==> src/rtl/core/fab_pkg.sv <==
// ----------------------------------------------------------------------------
// fab_pkg
// Shared widths, defaults and types of the adaptive beamformer.
// ----------------------------------------------------------------------------
package fab_pkg;

  localparam int TAPS_DEF   = 16;
  localparam int MICS_DEF   = 4;
  localparam int NUM_INPUTS = 4;
  localparam int SAMPLE_W   = 24;
  localparam int WEIGHT_W   = 32;
  localparam int STEP_W     = 16;
  localparam int OUT_W      = 32;
  localparam int ACC_W      = 64;

  localparam logic [STEP_W-1:0] STEP_RESET = 16'd256;

  typedef logic signed [SAMPLE_W-1:0] sample_t;
  typedef logic signed [WEIGHT_W-1:0] weight_t;

  // handshake between the sequencer and the mean divider
  typedef struct packed {
    logic start;
    logic done;
  } div_ctrl_t;

endpackage

==> src/rtl/core/fab_ram.sv <==
// ----------------------------------------------------------------------------
// fab_ram
// Simple dual-port synchronous RAM, one write and one registered read port.
// ----------------------------------------------------------------------------
module fab_ram
  import fab_pkg::*;
#(
  parameter int WIDTH = WEIGHT_W,
  parameter int DEPTH = TAPS_DEF * MICS_DEF
) (
  input  logic                     clk,
  input  logic                     wr_en,
  input  logic [$clog2(DEPTH)-1:0] wr_addr,
  input  logic [WIDTH-1:0]         wr_data,
  input  logic [$clog2(DEPTH)-1:0] rd_addr,
  output logic [WIDTH-1:0]         rd_data
);

  logic [WIDTH-1:0] mem [DEPTH];

  always_ff @(posedge clk) begin
    if (wr_en) begin
      mem[wr_addr] <= wr_data;
    end
    rd_data <= mem[rd_addr];
  end

endmodule

==> config.mk <==
export PLATFORM = sky130hd
export DESIGN_NAME = fab_ram
export DESIGN_NICKNAME = d
export VERILOG_FILES = /design/src/rtl/core/fab_pkg.sv /design/src/rtl/core/fab_ram.sv
export SDC_FILE = /design/constraint.sdc
export NUM_CORES = 2
export LEC_CHECK = 0
export BUFFER_PORTS_ARGS = -buffer_cell sky130_fd_sc_hd__clkbuf_2
export CAP_MARGIN = 30
export CORE_ASPECT_RATIO = 1.4
export CORE_MARGIN = 1.5
export CORE_UTILIZATION = 49
export DETAILED_ROUTE_END_ITERATION = 16
export GPL_ROUTABILITY_DRIVEN = 0
export PLACE_DENSITY = 0.69
export SYNTH_ARGS = -nofsm -noshare
export SYNTH_HDL_FRONTEND = slang
export SYNTH_SLANG_ARGS = --single-unit
==> constraint.sdc <==
create_clock -name clk -period 3.9 [get_ports clk]
set_input_delay 0.39 -clock clk [delete_from_list [all_inputs] [get_ports clk]]
set_output_delay 0.39 -clock clk [all_outputs]
set_load 0.02 [all_outputs]
; ---- Word-level counts from Yosys, hierarchy flattened
; Memories as Yosys holds them, arrays and structs flattened. A register that Yosys moved wholly into a read port is not among the register bits.
; Cells that the tools add are included.
[op_classes]
muxes = 2
[ops]
columns = op, n
row1 = 2-to-1 mux 1 bit, 2
[word_totals]
regBits = 0
mem_bits_rw = 2048
mem_count = 1
[mem_list]
columns = memory, depth, word_bits, read_ports, rd_clocked_by_memory_dff, write_ports, line_no
row1 = mem, 64, 32, 1, 1, 1, fab_ram.sv:19  ; logic [WIDTH-1:0] mem [DEPTH];

; ---- Depth between registers and ports, before layout
[logic_depth]
ltp_word = 2
mapped_depth = 10
mapped_depth_nobuf = 5

; ---- Least setup slack after synthesis
; OpenSTA, ideal clock, no wires.
[synth_path]
path_type = input to register
startpoint = input wr_addr[3]
endpoint = memory mem[48][0] (netlist bit) (enable)
setup_ns = 0.461
arrival_time_ns = 3.089
slack_ns = 0.350
stages = 4
path_buffers = 1
path_cell_list = clkbuf_1 > nor2b_1 > nand4b_1 > nor3_1
[synth_rtl]
columns = item, line_no
row1 = from (decl), fab_ram.sv:13  ; input logic [$clog2(DEPTH)-1:0] wr_addr,
row2 = to (decl), fab_ram.sv:19
; Straight into the memory's write port.

==> results.cfg <==
[route]
firstDrtPassIters = 6
postRouteAntennaNets = 0
drc = 0
routed_wl_um = 201500
drt-wirelength-per-cell_um = 34.08
detail_route.iter0.violations = 4683
vias_per_cell = 6.369
vias = 37670

[grt]
grt_pass1_vias = 37780
antenna_found_initial = 4
grt-ovfl-total = 0
grt_pass1_wl_um = 283800
grtUsageTotal = 0.2501
grt_max_degree = 71

[synth]
async_flop_share = 0
ys_warn_count = 0
syn_area_per_cell_um2 = 23.62
yosys_register_bits = 2080
synth_area_leaders = edfxtp_1 78%, mux4_2 16%, mux2i_1 1.2%, dfxtp_1 0.82%, o22ai_1 0.67%
synth_edf_count = 2048
synth_nets = 3370
post-synth-top-count-cell = edfxtp_1
ys_top_cells_by_count = 2048 x edfxtp_1, 544 x mux4_2, 137 x nor2_1
synth_area_um2 = 78520
synthFlopType = edfxtp_1
synthDistinctLibCells = 34
synth-seq-area-share = 0.7914
yosys.area.top_type = edfxtp_1
syn-instance-count = 3324
yosysTopAreaCellShare = 0.7833

[clock_network]
post-cts-setup-buffer-count = 0
cts.clk_slew.worst_paths_ps = 60
clk_path_buf_depth = 3
cts-resized-gates = 0
cts_tree = yes
clock_sinks = 2080
cts_hold_buf = 2
cts-buffers-inserted = 183
root_buffer = clkbuf_16
h-tree-depth = 4
clk_latency_ps = 840

[floorplanning]
die_w_um = 341.3
num_rows = 173
ios = 78
start_util = 0.4942
die_area_um2 = 162700
die_h_um = 476.6
coreArea_um2 = 158900

[place]
dpl.hpwl_um = 120900
io_buffers = 77
place_ws_ps = 258.6
place_area_um2 = 83640

[flow_run]
drv_cap = 0

[pwr]
powerDensity_nw_per_um2 = 503.9
vdd_ir_drop_max_mv = 0.4712
p_leak_nw = 28.06

[sta]
skew_ps = 46.45
postLayoutSetupSlackWorst_ps = 1128
final_hold_viol_count = 0
finalCritPeriodShare = 0.7107
fmax_mhz = 360.8
rsz0062_at_grt = false
setup-tns-final_ps = 0
tightest_slew_ps = 1065
slew_violations = 0
setup_viol = 0
fin_crit_ps = 2772
maxSlewHeadroom = 0.2898

[cells_and_area]
final_nets = 3711
drive_gt1_frac = 0.3191
fin_area_um2 = 89510
final_util = 0.5634
area_growth_pct = 14.00
fillers = 11450

[critical_path]
end_kind = register
required_ps = 4550
critPathLaunchType = input port
crit_arrival_ps = 3420
critical_path_class = in -> reg
cp_max_fo = 51

[status]
status = finished clean

[min_path]
hold_class = in -> reg
sequential cells by signal, indices dropped and copies added, names as in the netlist:
register	flops
mem	2048
rd_data	32
critical path: stages:
cell	delay, ps
buf_8	510
buf_12	330
buf_12	300
mux4_2	550
mux4_2	510
o22ai_1	490
nor2_1	220
per-stage QoR:
step           hold WS (ps)  power [mW]  instances
3_3_place_gp          667.9       27.80       5570
3_5_place_dp          677.6       27.86       5577
5_1_grt               37.02       46.20       5912
2_1_floorplan         488.9       26.53       3324
6_report              59.79       45.11       5914
4_1_cts               47.51       45.32       5910
worst paths after layout:
kind,startpoint,to,slack [ps],cells after the start
max reg2reg,mem[55][3],rd_data[3],1510,4
min reg2reg,mem[12][8],rd_data[8],750,4
min,wr_data[29],mem[12][29],60,2
max,rd_addr[0],rd_data[10],1130,7
where the power goes:
part	internal [mW]	leakage (nW)	switching (mW)	total (mW)
clock network	9.70	2.87	8.04	17.7
logic	0.923	6.49	1.60	2.52
registers	24.7	18.7	0.111	24.9
cell usage in the layout (no fill, tap or decap), types with 15 or more instances in the layout:
cell type / count
mux4_2: 544
mux2i_1: 93
edfxtp_1: 2048
nor2b_1: 15
clkbuf_2: 73
clkinv_2: 45
clkinv_1: 38
clkbuf_1: 26
nor2_4: 62
o221ai_1: 27
dfxtp_1: 32
nor2_1: 75
a21oi_1: 62
buf_4: 216
buf_12: 42
clkbuf_16: 184
nand2_1: 26
o22ai_1: 84
metal layers:
layer  wire (um)  global-route usage  part of all wire
met1       74250              0.3326              0.37
met2      102100              0.4147              0.51
met3       16610             0.03721             0.082
met4        8579              0.1059             0.043
met5          29                   0           0.00014
cells by family (layout without fill, tap and decap cells):
| group | after synthesis | in the layout | synth area share |
|---|---|---|---|
| flops | 2080 | 2080 | 0.7914 |
| buf+inv | 182 | 669 | 0.01128 |
| simple gates | 223 | 223 | 0.01265 |
| mux | 637 | 637 | 0.1679 |
| other cells | 0 | 3 | 0 |
| compound gates | 202 | 202 | 0.01673 |
layout make-up:
class / instances / area [um2] / area share
flip-flops and latches: 2080 / 62140 / 0.6942
clock inverters: 113 / 1006 / 0.01124
diodes: 3 / 7.507 / 0.00008387
well taps: 2100 / 2628 / 0.02936
clock buffers: 218 / 4812 / 0.05376
multi-input cells: 1062 / 15970 / 0.1784
repair buffers: 338 / 2948 / 0.03293
(Power assumes the default switching activity.)
