### config.mk
export PLATFORM = sky130hd
export DESIGN_NAME = fab_div
export DESIGN_NICKNAME = d
export VERILOG_FILES = /design/src/rtl/core/fab_pkg.sv /design/src/rtl/core/fab_div.sv
export SDC_FILE = /design/constraint.sdc
export NUM_CORES = 1
export LEC_CHECK = 0
export CAP_MARGIN = 20
export CORE_MARGIN = 2
export CORE_UTILIZATION = 31
export CTS_BUF_LIST = sky130_fd_sc_hd__clkbuf_4
export CTS_CLUSTER_DIAMETER = 150
export DETAILED_ROUTE_END_ITERATION = 16
export DONT_BUFFER_PORTS = 1
export SLEW_MARGIN = 15
export SYNTH_ARGS = -nofsm -noshare
export SYNTH_HDL_FRONTEND = slang
export SYNTH_SLANG_ARGS = --single-unit
### constraint.sdc
create_clock -name clk -period 2.45 [get_ports clk]
set_clock_uncertainty 0.2 [all_clocks]
set_input_delay 0 -clock clk [delete_from_list [all_inputs] [get_ports clk]]
set_output_delay 0 -clock clk [all_outputs]
set_load 0.1 [all_outputs]
### src/rtl/core/fab_pkg.sv
// ----------------------------------------------------------------------------
// fab_pkg
// Shared widths, defaults and types of the adaptive beamformer.
// ----------------------------------------------------------------------------
package fab_pkg;

  localparam int TAPS_DEF   = 16;
  localparam int MICS_DEF   = 4;
  localparam int NUM_INPUTS = 4;
  localparam int SAMPLE_W   = 24;
  localparam int WEIGHT_W   = 32;
  localparam int STEP_W     = 16;
  localparam int OUT_W      = 32;
  localparam int ACC_W      = 64;

  localparam logic [STEP_W-1:0] STEP_RESET = 16'd256;

  typedef logic signed [SAMPLE_W-1:0] sample_t;
  typedef logic signed [WEIGHT_W-1:0] weight_t;

  // handshake between the sequencer and the mean divider
  typedef struct packed {
    logic start;
    logic done;
  } div_ctrl_t;

endpackage

### src/rtl/core/fab_div.sv
// ----------------------------------------------------------------------------
// fab_div
// Division of a signed sum by the constant microphone count, quotient
// truncated toward zero, by reciprocal multiplication with registered products.
// ----------------------------------------------------------------------------
module fab_div
  import fab_pkg::*;
#(
  parameter int DIVISOR = MICS_DEF,
  parameter int DW      = WEIGHT_W + $clog2(MICS_DEF)
) (
  input  logic                 clk,
  input  logic                 rst,
  input  logic                 start,
  input  logic signed [DW-1:0] dividend,
  output logic                 done,
  output weight_t              quotient
);

  // floor(n * RECIP / 2^SH) equals floor(n / DIVISOR) for every n below 2^DW
  localparam int     SH      = DW + $clog2(DIVISOR);
  localparam int     HW      = (DW + 2) / 2;
  localparam int     PW      = 4 * HW;
  localparam longint RECIP_L = ((longint'(1) <<< SH) + longint'(DIVISOR) - longint'(1))
                               / longint'(DIVISOR);
  localparam logic [2*HW-1:0] RECIP = (2*HW)'(RECIP_L);

  logic                stage;
  logic                neg;
  logic [DW-1:0]       abs_in;
  logic [2*HW-1:0]     mag;
  logic [2*HW-1:0]     p_ll;
  logic [2*HW-1:0]     p_lh;
  logic [2*HW-1:0]     p_hl;
  logic [2*HW-1:0]     p_hh;
  logic [PW-1:0]       total;
  logic [WEIGHT_W-1:0] quo_w;

  assign abs_in   = dividend[DW-1] ? DW'(~dividend + DW'(1)) : DW'(dividend);
  assign total    = PW'(p_ll) + (PW'(p_lh) << HW) + (PW'(p_hl) << HW)
                  + (PW'(p_hh) << (2 * HW));
  assign quo_w    = WEIGHT_W'(total >> SH);
  assign quotient = neg ? weight_t'(~quo_w + WEIGHT_W'(1)) : weight_t'(quo_w);

  always_ff @(posedge clk) begin
    if (rst) begin
      stage <= 1'b0;
      done  <= 1'b0;
    end else begin
      stage <= start;
      done  <= stage;
    end
  end

  always_ff @(posedge clk) begin
    if (start) begin
      neg <= dividend[DW-1];
      mag <= (2*HW)'(abs_in);
    end
    // split both operands so each product stays narrow
    if (stage) begin
      p_ll <= mag[HW-1:0] * RECIP[HW-1:0];
      p_lh <= mag[HW-1:0] * RECIP[2*HW-1:HW];
      p_hl <= mag[2*HW-1:HW] * RECIP[HW-1:0];
      p_hh <= mag[2*HW-1:HW] * RECIP[2*HW-1:HW];
    end
  end

endmodule

### Yosys cells after proc, flatten, opt, wreduce, memory -nomap -nowiden

Index checks and enable logic that the tools add are counted.

| storage, ports and cells | value |
|---|---|
| register bits after elaboration | 71 |
| bits in latches | 0 |
| bits in writable memories | 0 |
| bits in read-only memories | 0 |
| output and inout port bits | 33 |
| logic and storage cells | 14 |
| memories | 0 |

| cells by class | value |
|---|---|
| $add $sub $neg | 3 |
| multiply operators | 0 |
| div/mod/pow operators | 0 |
| $lt $le $gt $ge | 0 |
| equal/unequal tests | 0 |
| shift operators | 0 |
| multiplexer cells | 2 |
| bitwise logic cells | 2 |
| reduce and logical (&&, ||, !) cells | 0 |

Operators with widths:

| kind | number |
|---|---|
| $add 52x68->68 | 1 |
| $add 34x2->34 const B | 1 |
| $not 34->34 | 1 |
| $mux 33 | 1 |
| $add 32x1->32 const B | 1 |
| $mux 32 | 1 |
| $not 32->32 | 1 |

### Depth between registers and ports, before layout

Gate-level depths: netlist (run 1).

| depth | value |
|---|---|
| depth in word-level cells | 4 |
| depth in mapped cells | 7 |
| depth with buffers taken out | 7 |

### Worst setup path before layout (run 1)

Ideal clock, no wire load.

| timing | value |
|---|---|
| path kind | reg-to-output |
| start point | register neg |
| end point | output port quotient[1] |
| data arrival time | 2.748 ns |
| required time | 2.250 ns |
| setup slack | -0.498 ns |
| cell stages (with the launch flop) | 3 |
| path buffers | 1 |
| cells stage by stage | edfxtp_1 clkbuf_1 o21ai_0 |

| between the ends | value |
|---|---|
| longest elaborated chain between the ends | 1 |

RTL lines:

| item | RTL line | source |
|---|---|---|
| start: declaration | fab_div.sv:29 | `logic neg;` |
| start signal: assignment | fab_div.sv:57 | `neg <= dividend[DW-1];` |
| $mux 32 | fab_div.sv:43 | `assign quotient = neg ? weight_t'(~quo_w + WEIGHT_W'(1)) : weight_t'(quo_w);` |
| end: declaration | fab_div.sv:17 | `output weight_t quotient` |

No other way between the ends.

### Final worst setup path (run 1)

| timing | value |
|---|---|
| start point | register p_lh[26] |
| end point | output port quotient[26] |

| between the ends | value |
|---|---|
| longest elaborated chain between the ends | 4 |

RTL lines:

| item | RTL line | source |
|---|---|---|
| start: declaration | fab_div.sv:33 | `logic [2*HW-1:0] p_lh;` |
| start signal: assignment | fab_div.sv:63 | `p_lh <= mag[HW-1:0] * RECIP[2*HW-1:HW];` |
| $add 52x68->68 * | fab_div.sv:41 | `+ (PW'(p_hh) << (2 * HW));` |
| $not 32->32 | fab_div.sv:43 |  |
| $add 32x1->32 | fab_div.sv:43 |  |
| $mux 32 * | fab_div.sv:43 |  |

Mark *: on every way between the ends. The rest lies on a longest branch, timed or not.

==> summary.txt, run 1 <==
H-tree depth: 3
Syn Nets: 290
Final Critical Period: 2.832 ns
Clock transition at path regs: 0.11 ns
Critical Path RT: 2.25 ns
flops & latches, synth: 67
vias per cell: 4.695
Cell Pwr Density: 635.4 nW/um2
Min-Delay Path Class: in2reg
Synth Warn #: 0
Final WS setup: -0.3822 ns
worst reg-to-reg setup slack: 1.20 ns
RSZ-0062 raised after global routing: yes
synthesized area per cell: 13.26 um2
All-Layer GR Usage: 13.08%
final setup vio count: 24
crit-path cells: or4_4 -> buf_6 -> nor3_4 -> nand4_1 -> o41ai_2 -> buf_4 -> xnor2_4 -> buf_12
Area growth, synth to finish: 79.63%
first-pass GRT wire length: 11860 um
Post-route DRC: 0
largest net degree at the start of global routing: 35
HPWL Detailed: 4693 um
most common cell after layout, fill and taps aside: edfxtp_1
CP max-delay cell: or4_4
violated checks: hold timing, setup timing
Post-Synthesis Cells: 252
Final Slew Violations: 0
number of cells on the critical path: 8
status: finished, violations left
leakage power: 2.246 nW
Ports: 70
worst endpoint data arrival time: 2.63 ns
DR iter-0 viols: 111
Hold WS: -0.01986 ns
ANT nets after route: 0
routability cong.: 0.8597
origin of the critical flop-to-flop path: stage
Longest Clk Path Bufs: 2
DIE AREA: 11620 um2
FF-to-FF End: p_lh[18]
port buffer count: 0
Slew headroom: 25.97%
CTS Sinks: 67
CTS tree: yes
core area: 10420 um2
num rows: 37
Worst-Margin Slew: 1.111 ns
drt total wl: 8274 um
Worst-Skew Late Latency: 0.39 ns
starting density of the core: 32.07%
MaxCap Viol Count: 0
library cells used by synthesis: 37
Pre-antenna DRT Iters: 4
vias in the first global route: 2531
Die Ht: 107.8 um
Post-synth EDFFs: 65
Vias: 2554
Worst Setup SP: p_lh[26]
ys flop type: edfxtp_1
post-layout net count: 440
sequential area share after synthesis: 59.63%
layout cell share with drive strength beyond 1: 48.16%
CTS root buffer: clkbuf_4
worst reg2reg path depth: 1
design area: 6001 um2
Worst VDD drop: 0.2948 mV
Die Wd: 107.8 um
worst-path fanout max: 4
Syn Std Cell Area: 3341 um2
placed inst area: 4498 um2
CP bufs+invs: 3
slowest stage delay, CP: 0.59 ns
most frequent cells in the layout: edfxtp_1, dlygate4sd3_1, buf_4
Worst Setup Start Kind: flip-flop
final hold viol count: 3
WL/cell: 15.21 um
Power, Total: 3.813 mW
Top delay family on crit path: simple AND/OR/NAND/NOR gates
final period utilization: 115.6%
CTS Buf Count: 9
initial antenna violation count: 1
GRT overflow: 0
Post-synth ARST share: 0%
fmax: 0.3531 GHz
crit path capture: quotient[26]
critical path class: reg2out
CP endpoint kind: output pin
==> registers in the layout, indices dropped and copies added (netlist names) <==
signal and cells:
done 1, mag 32, neg 1, p_hh 16, p_lh 16, stage 1
==> Yosys cell counts (2+ instances only) <==
cell      number  area share [%]
buf_1          3            0.34
clkbuf_1       3            0.34
dfxtp_1        2             1.2
edfxtp_1      65              58
inv_1          2            0.22
nand2_1       20             2.2
nand2b_1       3            0.56
nand3_1        5            0.75
nor2_1         5            0.56
nor2b_1        2            0.37
nor3_1         4            0.60
nor4_1         5            0.94
o21ai_0       23             3.4
o31ai_1       14             3.1
o31ai_2        2            0.75
o41ai_1        3            0.79
o41ai_2        3             1.5
or2_2          2            0.37
or3_1          3            0.56
or4_1          4            0.90
or4_4          3             1.0
xnor2_1       61              16
==> layer usage <==
layer / GRT usage (%) / up-vias / wire [um]
li1: - / 1259 / -
met1: 15.13 / 1217 / 3381
met2: 22.91 / 66 / 4373
met3: 3.148 / 12 / 369
met4: 5.769 / 0 / 150
met5: 0 / - / 0
==> through the flow <==
stage | util, % | hold slack, ns | TNS [ns] | setup WS [ns] | cells
detailed placement | 43.18 | -0.1262 | -0.2000 | -0.08918 | 436
global placement | 43.18 | -0.1277 | -0.1301 | -0.04767 | 436
floorplan | - | -0.1284 | -0.6802 | -0.3157 | 252
finish | 57.61 | -0.01986 | -5.961 | -0.3822 | 544
CTS | 53.13 | 0.02288 | -5.408 | -0.3580 | 519
global route | 57.61 | -0.01070 | -8.672 | -0.5206 | 544
==> cells by family (layout without fill, tap and decap cells) <==
logic type | count (synthesis) | after routing | share of synthesized area (%)
and+or+nand+nor | 68 | 69 | 12.66
AOI/OAI and AO/OA | 46 | 46 | 10.22
DFF | 67 | 67 | 59.63
buffers and inverters | 9 | 163 | 1.124
xor gates and xnor gates | 61 | 61 | 15.99
adders and majority gates | 1 | 1 | 0.3745
other | 0 | 1 | 0
==> cell type report <==
cell class,instances,area (um2)
antenna,1,2.502
timing repair buffer,145,1688
sequential,67,1992
fill,765,4415
tap,136,170.2
clock buffer,10,75.07
clock inverter,6,80.08
inverter,2,7.507
multi-input combinational,177,1986
==> timing repair <==
action	in CTS	in global routing
cloned	0	1
setup buffers	11	25
setup endpoints to repair	24	36
hold buffers	57	1
endpoints found under the hold margin	68	1
gates resized for setup	55	49
pin swaps	10	35
==> where the power goes <==
part           total [mW]  internal [mW]  leakage (nW)  switching [mW]
sequential           1.46           1.39         0.640          0.0696
clock               0.766          0.418        0.0815           0.348
combinational        1.59          0.647          1.52           0.943
total                3.81           2.45          2.25            1.36
==> how the worst min path moves through the flow <==
| stage | end | cells past startpoint | slack [ns] | startpoint |
|---|---|---|---|---|
| after floorplan | done | 1 | -0.13 | rst |
| after global placement | stage | 1 | -0.13 | rst |
| after detailed placement | done | 1 | -0.13 | rst |
| after CTS | done | 2 | 0.02 | rst |
| after global routing | mag[32] | 3 | -0.01 | dividend[29] |
| final | mag[31] | 3 | -0.02 | dividend[29] |
Power figures use the tool's default switching activity.
==> inputs of run 2 (changes only) <==
Settings changed: ABC_AREA from default to 1.
==> run 2 against run 1 <==
Effect of this change: the run now ends clean; synthesized cell count is 120% higher; clock power is 32% lower; first-iteration DRC count is 52% higher; clock-buffer cell count stayed put; design area is 4.0% lower; synthesized area is 25% higher; critical path depth is 1 higher; register-to-register slack hardly changed; sequential power hardly changed; setup slack better by 0.57 ns; wire length is 23% higher; via count is 44% higher; critical endpoint is now quotient[28]; highest routed layer unchanged.
==> summary.txt, run 2 <==
Min-Delay Path Class: in2reg
vias in the first global route: 3620
CTS Sinks: 67
biggest regs: mag x32, p_hh x16, p_lh x16
HPWL Detailed: 8171 um
Cell Pwr Density: 581.2 nW/um2
routability cong.: 0.8524
Worst-Margin Slew: 0.9355 ns
most common cell after layout, fill and taps aside: nand2_1
DR iter-0 viols: 169
final hold viol count: 0
final setup vio count: 0
Worst-Skew Late Latency: 0.38 ns
Synth top cells by count: nand2_1, nor2_1, edfxtp_1, inv_1, nand3_1
library cells used by synthesis: 24
Final Util: 43.68%
FF-to-FF End: p_lh[23]
first-pass GRT wire length: 16880 um
Syn Std Cell Area: 4161 um2
DIE AREA: 14370 um2
origin of the critical flop-to-flop path: stage
drt total wl: 10170 um
CTS Buf Count: 9
Worst VDD drop: 0.1881 mV
Post-synth EDFFs: 65
Final Slew Violations: 0
H-tree depth: 3
flops & latches, synth: 67
post-layout net count: 676
Post-route DRC: 0
core area: 13190 um2
Cell Count Post-Placement: 746
Yosys top cell by area: edfxtp_1
non-filler instance count after layout: 820
RSZ-0062 raised after global routing: no
crit-path cells: inv_1 -> ha_1 -> nand2_1 -> nor2_1 -> nor2_2 -> nor2_2 -> nand3_1 -> nand2_1 -> buf_12
most frequent cells in the layout: nand2_1, nor2_1, edfxtp_1
Ports: 70
largest net degree at the start of global routing: 34
fill count: 1294
vias per cell: 4.483
starting density of the core: 31.55%
initial antenna violation count: 1
status: finished clean
design area: 5762 um2
number of cells on the critical path: 9
critical path class: reg2out
synthesized area per cell: 7.650 um2
MaxCap Viol Count: 0
slowest stage delay, CP: 0.41 ns
Hold WS: 0.05945 ns
Area growth, synth to finish: 38.45%
placed inst area: 5074 um2
dominant cell by count in the synthesized netlist: nand2_1
All-Layer GR Usage: 14.88%
Worst Setup SP: p_lh[19]
Critical Path RT: 2.25 ns
WL/cell: 12.40 um
leakage power: 2.358 nW
fmax: 0.4414 GHz
port buffer count: 0
Synth Warn #: 0
Longest Clk Path Bufs: 2
worst reg2reg path depth: 1
Clock transition at path regs: 0.09 ns
GRT overflow: 0
Vias: 3676
Slew headroom: 37.55%
Final Critical Period: 2.265 ns
worst-path fanout max: 3
num rows: 42
CTS tree: yes
synth top area cells: edfxtp_1, nand2_1, nor2_1, inv_1, nand3_1
sequential area share after synthesis: 47.87%
CTS root buffer: clkbuf_4
Die Ht: 119.9 um
ys flop type: edfxtp_1
ANT nets after route: 0
Post-Synthesis Cells: 544
CP max-delay cell: edfxtp_1
max reg flops: 32
post-synth top area share: 46.90%
Syn Nets: 582
Die Wd: 119.9 um
final period utilization: 92.46%
Power, Total: 3.349 mW
worst reg-to-reg setup slack: 1.19 ns
worst endpoint data arrival time: 2.07 ns
Top delay family on crit path: simple AND/OR/NAND/NOR gates
crit path capture: quotient[28]
Post-synth ARST share: 0%
layout cell share with drive strength beyond 1: 14.15%
CP bufs+invs: 2
Pre-antenna DRT Iters: 5
Reg with most FFs: mag
CP endpoint kind: output pin
Worst Setup Start Kind: flip-flop
run 2: cell count changes in the layout (fill, tap and decap cells not counted), moves of 13 or more:
cell and delta:
buf_4 -44, inv_1 +47, nand2_1 +185, nand3_1 +31
nor2_1 +96, nor2_2 +13, xnor2_1 -24, xnor2_2 -18
run 2: logic make-up (layout without fill, tap and decap cells):
kind of cell | Yosys count | count (layout) | synth area share, %
AND/OR/NAND/NOR | 365 | 365 | 36.83
flip-flops | 67 | 67 | 47.87
buffers and inverters | 57 | 156 | 5.683
AO/OA/AOI/OAI | 27 | 27 | 3.638
XOR/XNOR | 27 | 27 | 5.683
adder cells (fa/ha/maj) | 1 | 1 | 0.3006
other | 0 | 1 | 0
run 2: worst min-delay path by stage:
stage / slack (ns) / start / cells after the start / endpoint
6_report: 0.06 / rst / 2 / done
5_1_grt: 0.05 / rst / 2 / done
4_1_cts: 0.01 / dividend[0] / 6 / mag[15]
3_5_place_dp: -0.13 / rst / 1 / done
3_3_place_gp: -0.13 / rst / 1 / stage
2_1_floorplan: -0.13 / rst / 1 / stage
run 2: area by class of cell:
cell class / count / area (um2) / share of cell area (%)
multi-input cells: 420 / 2037 / 35.35
flip-flops and latches: 67 / 1992 / 34.57
repair buffers: 91 / 1229 / 21.32
well taps: 176 / 220.2 / 3.822
inverters: 49 / 183.9 / 3.192
clock buffers: 10 / 75.07 / 1.303
clock inverters: 6 / 22.52 / 0.3909
diodes: 1 / 2.502 / 0.04343
run 2: where the power goes:
group / internal (mW) / switching [mW]
sequential: 1.38 / 0.0758
clock: 0.201 / 0.319
combinational: 0.482 / 0.891
total: 2.06 / 1.29
run 2: per-stage QoR:
step	setup TNS [ns]	setup WS [ns]
after global placement	0	0.5968
after floorplan	-0.08638	-0.05788
after detailed placement	0	0.5592
after CTS	0	0.02422
after global routing	0	0.01417
final	0	0.1846
run 2: timing repair:
action / CTS / global route
gates resized for setup: 0 / 1
setup buffers: 0 / 0
hold buffers: 56 / 0
setup endpoints to repair: 0 / 2
endpoints found under the hold margin: 68 / 0
run 2: routing by layer:
layer	global-route usage [%]	wire, um
met5	0	0
met3	2.852	460
met4	5.662	143
met1	17.75	4445
met2	26.46	5122
